`src/hdl/kmer_intern_hash_table_unit_defines.svh`:
```
// assertion macros shared by the k-mer interning unit
`ifndef KMER_INTERN_HASH_TABLE_UNIT_DEFINES_SVH
`define KMER_INTERN_HASH_TABLE_UNIT_DEFINES_SVH

// condition must never hold outside reset
`define KIHT_ASSERT_NEVER(label, clk, rst, cond, msg) \
   label: assert property (@(posedge clk) disable iff (rst) !(cond)) else $error(msg);

// same-cycle implication outside reset
`define KIHT_ASSERT_IMPL(label, clk, rst, ante, cons, msg) \
   label: assert property (@(posedge clk) disable iff (rst) (ante) |-> (cons)) else $error(msg);

// next-cycle implication outside reset
`define KIHT_ASSERT_NEXT(label, clk, rst, ante, cons, msg) \
   label: assert property (@(posedge clk) disable iff (rst) (ante) |=> (cons)) else $error(msg);

`endif

```
`src/hdl/kiht_pkg.sv`:
```
// ----------------------------------------------------------------------------
// kiht_pkg
// shared constants, types and the fnv-1a step for the k-mer interning unit
// ----------------------------------------------------------------------------
package kiht_pkg;

   localparam int MAX_KMER_DEF    = 16;
   localparam int ID_LIMIT_DEF    = 1024;
   localparam int TABLE_SLOTS_DEF = 2048;

   localparam int KMER_ID_W   = 10;
   localparam int COUNT_W     = 11;
   localparam int KLEN_W      = 5;
   localparam int BYTE_W      = 8;
   localparam int QUEUE_DEPTH = 2;

   localparam logic [KLEN_W-1:0] KLEN_RESET = 5'd8;

   localparam logic [63:0] FNV_BASIS = 64'hCBF29CE484222325;
   // prime is 2^40 + 2^8 + 0xb3
   localparam logic [7:0]  FNV_PRIME_LOW = 8'hB3;

   localparam logic FUNC_PUSH    = 1'b0;
   localparam logic FUNC_RESTART = 1'b1;

   typedef enum logic [2:0] {
      ST_CLEAR,
      ST_IDLE,
      ST_HASH,
      ST_SLOT_RD,
      ST_SLOT_CHK,
      ST_KEY_CHK,
      ST_RESULT
   } back_state_type;

   function automatic logic [63:0] fnv_step(input logic [63:0] h, input logic [7:0] b);
      logic [63:0] x;
      x = h ^ {56'd0, b};
      return (x << 40) + (x << 8) + (x * {56'd0, FNV_PRIME_LOW});
   endfunction

endpackage

```
`src/hdl/kiht_fifo.sv`:
```
// ----------------------------------------------------------------------------
// kiht_fifo
// short word queue between the front and the back
// ----------------------------------------------------------------------------
module kiht_fifo
   import kiht_pkg::*;
#(
   parameter int WIDTH = 8,
   parameter int DEPTH = QUEUE_DEPTH
) (
   input  logic             clock,
   input  logic             reset,
   input  logic             push,
   input  logic [WIDTH-1:0] push_data,
   output logic             full,
   input  logic             pop,
   output logic [WIDTH-1:0] pop_data,
   output logic             empty
);

   localparam int PW = (DEPTH > 1) ? $clog2(DEPTH) : 1;

   logic [WIDTH-1:0] entry_ff [DEPTH];
   logic [PW-1:0]    wr_ptr_ff, wr_ptr_in;
   logic [PW-1:0]    rd_ptr_ff, rd_ptr_in;
   logic [PW:0]      count_ff, count_in;
   logic             do_push, do_pop;

   assign full     = (count_ff == (PW+1)'(DEPTH));
   assign empty    = (count_ff == '0);
   assign do_push  = push && !full;
   assign do_pop   = pop && !empty;
   assign pop_data = entry_ff[rd_ptr_ff];

   always_comb begin
      wr_ptr_in = wr_ptr_ff;
      rd_ptr_in = rd_ptr_ff;
      count_in  = count_ff;
      if (do_push) begin
         wr_ptr_in = (wr_ptr_ff == PW'(DEPTH-1)) ? '0 : wr_ptr_ff + 1'b1;
      end
      if (do_pop) begin
         rd_ptr_in = (rd_ptr_ff == PW'(DEPTH-1)) ? '0 : rd_ptr_ff + 1'b1;
      end
      if (do_push && !do_pop) begin
         count_in = count_ff + 1'b1;
      end else if (do_pop && !do_push) begin
         count_in = count_ff - 1'b1;
      end
   end

   always_ff @(posedge clock) begin
      if (reset) begin
         wr_ptr_ff <= '0;
         rd_ptr_ff <= '0;
         count_ff  <= '0;
      end else begin
         wr_ptr_ff <= wr_ptr_in;
         rd_ptr_ff <= rd_ptr_in;
         count_ff  <= count_in;
      end
      if (do_push) begin
         entry_ff[wr_ptr_ff] <= push_data;
      end
   end

endmodule

```
`config.mk`:
```
export PLATFORM = sky130hd
export DESIGN_NAME = kiht_fifo
export DESIGN_NICKNAME = d
export VERILOG_FILES = /design/src/hdl/kmer_intern_hash_table_unit_defines.svh /design/src/hdl/kiht_pkg.sv /design/src/hdl/kiht_fifo.sv
export SDC_FILE = /design/constraint.sdc
export NUM_CORES = 1
export LEC_CHECK = 0
export BUFFER_PORTS_ARGS = -buffer_cell sky130_fd_sc_hd__buf_2
export CAP_MARGIN = 20
export CORE_ASPECT_RATIO = 1.25
export CORE_MARGIN = 2
export CORE_UTILIZATION = 40
export DETAILED_ROUTE_END_ITERATION = 8
export MAX_ROUTING_LAYER = met4
export PLACE_DENSITY = 0.74
export SYNTH_ARGS = -nofsm -noshare
export SYNTH_HDL_FRONTEND = slang
export SYNTH_SLANG_ARGS = --single-unit
```
`constraint.sdc`:
```
create_clock -name clock -period 2.05 [get_ports clock]
set_input_delay 0.205 -clock clock [delete_from_list [all_inputs] [get_ports clock]]
set_output_delay 0.205 -clock clock [all_outputs]
set_load 0.01 [all_outputs]
```
After elaboration in Yosys (flattened, before gate mapping)
Memory sizes are Yosys's and may differ from the RTL's. A register that Yosys moved wholly into a read port is not among the register bits.
Cells that the tools add are included.

cells by class
  $add $sub $neg = 4
  eq/ne operators = 1
  muxes and demuxes = 8
  reductions and logical operators = 10

operators with widths
  operator             number
  $mux 1               6
  $logic_and 1x1->1    4
  $logic_not 1->1      4
  $mux 2               2
  $add 1x1->1 const B  2
  $add 2x1->2 const B  1
  $eq 2x2->1 const B   1
  $logic_not 2->1      1
  $reduce_bool 2->1    1
  $sub 2x1->2 const B  1

word-level totals
  flip-flop bits (word level) = 4
  RAM bits = 16
  input bits = 12
  output and inout port bits = 10
  logic and storage cells = 27
  memories = 1

memory list
  memory    depth  bits a word  rd ports  clocked after memory_dff  wr ports  RTL line         text
  entry_ff  2      8            1         1                         1         kiht_fifo.sv:23  logic [WIDTH-1:0] entry_ff [DEPTH];

Depth between registers and ports, before layout
  depth after elaboration = 7
  depth in mapped cells = 6

Least setup slack after synthesis
OpenSTA, ideal clock, no wires.

  kind = register to register
  start = register count_ff[1]
  end = register count_ff[1]
  arrival time = 1,422 ps
  slack = 558 ps
  cell stages (with the launch flop) = 6
  buffers on the path = 0
  cells stage by stage = dfxtp_1 -> nor2b_2 -> nor2_1 -> ha_1 -> or3_1 -> a21oi_1

between the ends
  word-level cells in the longest chain between the ends = 6
  elaborated cells between the ends (all ways) = 15
  classes of those cells = add/sub (2); eq/ne (1); mux (2); reduce/logical (10)

ends and longest elaborated chain
  item                         RTL line         text
  from (decl)                  kiht_fifo.sv:26  logic [PW:0] count_ff, count_in;
  from (signal assigned)       kiht_fifo.sv:60  count_ff <= count_in;
  $eq 2x2->1 (*)               kiht_fifo.sv:29  assign full = (count_ff == (PW+1)'(DEPTH));
  net full                     kiht_fifo.sv:15  output logic full,
  $logic_not 1->1 (*)          kiht_fifo.sv:31  assign do_push = push && !full;
  $logic_and 1x1->1 (*)        kiht_fifo.sv:31
  $logic_not 1->1              kiht_fifo.sv:47  end else if (do_pop && !do_push) begin
  $logic_and 1x1->1            kiht_fifo.sv:47
  $reduce_bool 2->1 (no line)  -

The timed path passes the listed nets; every way through them passes the cells marked *. The select of a mux whose other input is x is not followed.
A chain may end at the register's enable or synchronous reset.

Final worst setup path
  start = register count_ff[0]
  end = register count_ff[1]

between the ends
  word-level cells in the longest chain between the ends = 6
  elaborated cells between the ends (all ways) = 15
  classes of those cells = add/sub (2); eq/ne (1); mux (2); reduce/logical (10)

ends and longest elaborated chain
  item                                                          RTL line
  $eq 2x2->1 / $logic_not 2->1 (equally long branches)          kiht_fifo.sv:29, kiht_fifo.sv:30
  $logic_not 1->1 (on tied branches)                            kiht_fifo.sv:31, kiht_fifo.sv:32
  $logic_and 1x1->1 (on tied branches)                          kiht_fifo.sv:31, kiht_fifo.sv:32
  $logic_not 1->1 (on tied branches)                            kiht_fifo.sv:47, kiht_fifo.sv:45
  $logic_and 1x1->1 (on tied branches)                          kiht_fifo.sv:47, kiht_fifo.sv:45
  $reduce_bool 2->1 (no line) / $mux 2 (equally long branches)  -

Several ways; a longest one is shown, not always the timed one. The select of a mux whose other input is x is not followed.

==> results by group <==
Route
  – Iter 0 DRT Violations: 1
  – Antenna Nets Post-Route: 0
  – Drt first pass iters: 3
  – Vias per inst: 4.94
  – Vias post-DR: 464
  – # DRC: 0
  – Wire length per cell: 12.4 µm
  – Drt total wl: 1.16 mm

Global route
  – Number of global-route vias before repair: 462
  – Gr usage total: 11.3%
  – Initial antenna violation count: 0
  – First-pass GRT wire length: 1.72 mm
  – GRT Residual Overflow: 0
  – Largest net degree at the start of global routing: 13

Critical path
  – Crit. End Element: flop
  – CP startpoint kind: flop
  – CP Class: reg2reg
  – Worst-path fanout max: 5
  – Req. time, crit path: 2.29 ns
  – Worst path arrival time: 1.82 ns

Synth
  – Mean Syn Cell Area: 15.9 µm²
  – Yosys Warn Count: 0
  – Top cell type's share of synthesized area: 60.6%
  – Yosys reg bits: 21
  – Mapped Area: 793 µm²
  – Top area cells in the synthesized netlist: edfxtp_1 (61%), dfxtp_1 (13%), mux2_2 (11%), xor2_1 (3.3%), nor2_1 (2.4%)
  – Post-Synthesis Cells: 50
  – Post-synthesis sequential area ratio: 73.2%
  – Synth area leader: edfxtp_1
  – Syn Nets: 63
  – Distinct cell type count of the synthesized netlist: 13

Layout
  – Fillers: 181
  – Commonest non-fill, non-tap cell in the layout: buf_2
  – Antenna Cells: 0
  – Final Instance Area: 946 µm²
  – Area grow syn2layout: 19.2%
  – Sequential cell area: 581 µm²
  – Top library cells by usage in the layout, fill and taps aside: buf_2 (21), edfxtp_1 (16), mux2_2 (8)
  – Final #Nets: 88
  – Layout cells sized above 1: 45.9%
  – Multi-input gate area: 200 µm²

Timing
  – Tcrit/Tclk final: 76.9%
  – Setup Viol. Count Final: 0
  – Tightest Pin Transition: 0.381 ns
  – Final Hold Viols: 0
  – F_max: 0.634 GHz
  – Final Max Slew Viols: 0
  – RSZ-0062 raised after global routing: no
  – Final setup TNS: 0 ns
  – Fin Clk Skew: 0.00306 ns
  – Final min period: 1.58 ns
  – Relative slew margins: 74.6%

Worst hold path
  – Hold Crit Class: in2reg

Floorplanning
  – Die X: 43.8 µm
  – IO Pins: 22
  – Rows: 18
  – Die Y-Extent: 53.8 µm
  – Die area: 0.00236 mm²
  – Starting Density: 41.4%
  – Core box area: 0.00191 mm²

Clock network
  – CTS H-Tree Depth: 1
  – CTS resizes: 0
  – Clock Sinks: 21
  – Setup repair bufs after CTS: 0
  – Post-CTS Hold Buffers: 0
  – TritonCTS Buffers: 3
  – Reg clk slew, reported paths: 0.11 ns
  – Root buffer selected by CTS: clkbuf_4
  – Worst skew pair latency: 0.30 ns
  – Longest Clk Path Bufs: 2
  – CTS tree: done

Pwr
  – Power consumption: 1.12 mW
  – Max VDD drop: 698 µV
  – Leakage Power: 0.381 nW
  – Cell area power density: 1190 mW/mm²

Placed design
  – Detailed placement HPWL: 883 µm
  – Port bufs: 21
  – Placed Area: 918 µm²
  – GP Congestion: 0.612

Run
  – Max-cap violations: 0

Outcome
  – Status: complete, no violations
kinds of logic (layout without fill, tap and decap cells):
family / count (synthesis) / after routing / synth area share (%)
compound gates: 5 / 5 / 3.15
xor+xnor: 3 / 3 / 3.31
simple gates: 9 / 9 / 5.84
buf+inv: 3 / 27 / 1.58
mux: 8 / 8 / 11.4
flops: 21 / 21 / 73.2
fa+ha+maj: 1 / 1 / 1.58
sequential cells by signal, summed over array words and instances, names as in the netlist, named ones only:
signal / flops
entry_ff: 16
count_ff: 2
rd_ptr_ff: 1
wr_ptr_ff: 1
metrics by stage:
| stage | setup WS (ns) | utilization [%] | hold slack [ns] | std cells |
|---|---|---|---|---|
| 2_1_floorplan | 0.558 | - | 0.274 | 50 |
| 3_3_place_gp | 0.559 | 48.0 | 0.394 | 90 |
| 3_5_place_dp | 0.468 | 48.0 | 0.399 | 90 |
| 4_1_cts | 0.448 | 49.4 | 0.0797 | 94 |
| 5_1_grt | 0.359 | 49.4 | 0.0685 | 94 |
| 6_report | 0.474 | 49.4 | 0.0848 | 94 |
cell usage after synthesis:
master / n
a21oi_1: 2
and2_1: 1
buf_2: 1
dfxtp_1: 5
edfxtp_1: 16
ha_1: 1
inv_1: 2
mux2_2: 8
nor2_1: 5
nor2b_2: 1
o21ai_0: 3
or3_1: 2
xor2_1: 3
report_power, final:
group          total, mW  internal (mW)  switching (mW)
clock              0.192         0.0727           0.119
sequential         0.598          0.543          0.0552
combinational      0.333          0.167           0.166
worst paths after layout:
kind	cells past startpoint	slack [ns]	startpoint	to
setup / recovery	4	0.47	count_ff[0]$_SDFFE_PP0P_	count_ff[1]$_SDFFE_PP0P_
hold / removal	1	0.08	push_data[4]	entry_ff[0][4]$_DFFE_PP_
hold reg to reg	2	0.51	wr_ptr_ff$_SDFFE_PP0N_	wr_ptr_ff$_SDFFE_PP0N_
setup reg to reg	4	0.47	count_ff[0]$_SDFFE_PP0P_	count_ff[1]$_SDFFE_PP0P_
layout make-up:
type | count | share of cell area (%)
Clock buffer | 3 | 2.38
Inverter | 2 | 0.794
Clock inverter | 1 | 0.529
Timing Repair Buffer | 21 | 11.1
Sequential cell | 21 | 61.4
Multi-Input combinational cell | 26 | 21.2
Tap cell | 20 | 2.65
per-layer routing:
metal | wire length (µm) | vias to the layer above | GRT usage (%)
li1 | - | 229 | -
met1 | 437 | 216 | 8.46
met2 | 621 | 15 | 21.1
met3 | 63 | 4 | 3.36
met4 | 41 | 0 | 9.60
met5 | 0 | - | -
critical path, cell delays in order (launching register included):
cell,delay (ns)
dfxtp_1,0.37
o21ai_0,0.31
ha_1,0.32
or3_1,0.37
a21oi_1,0.14
(Power assumes the default switching activity.)
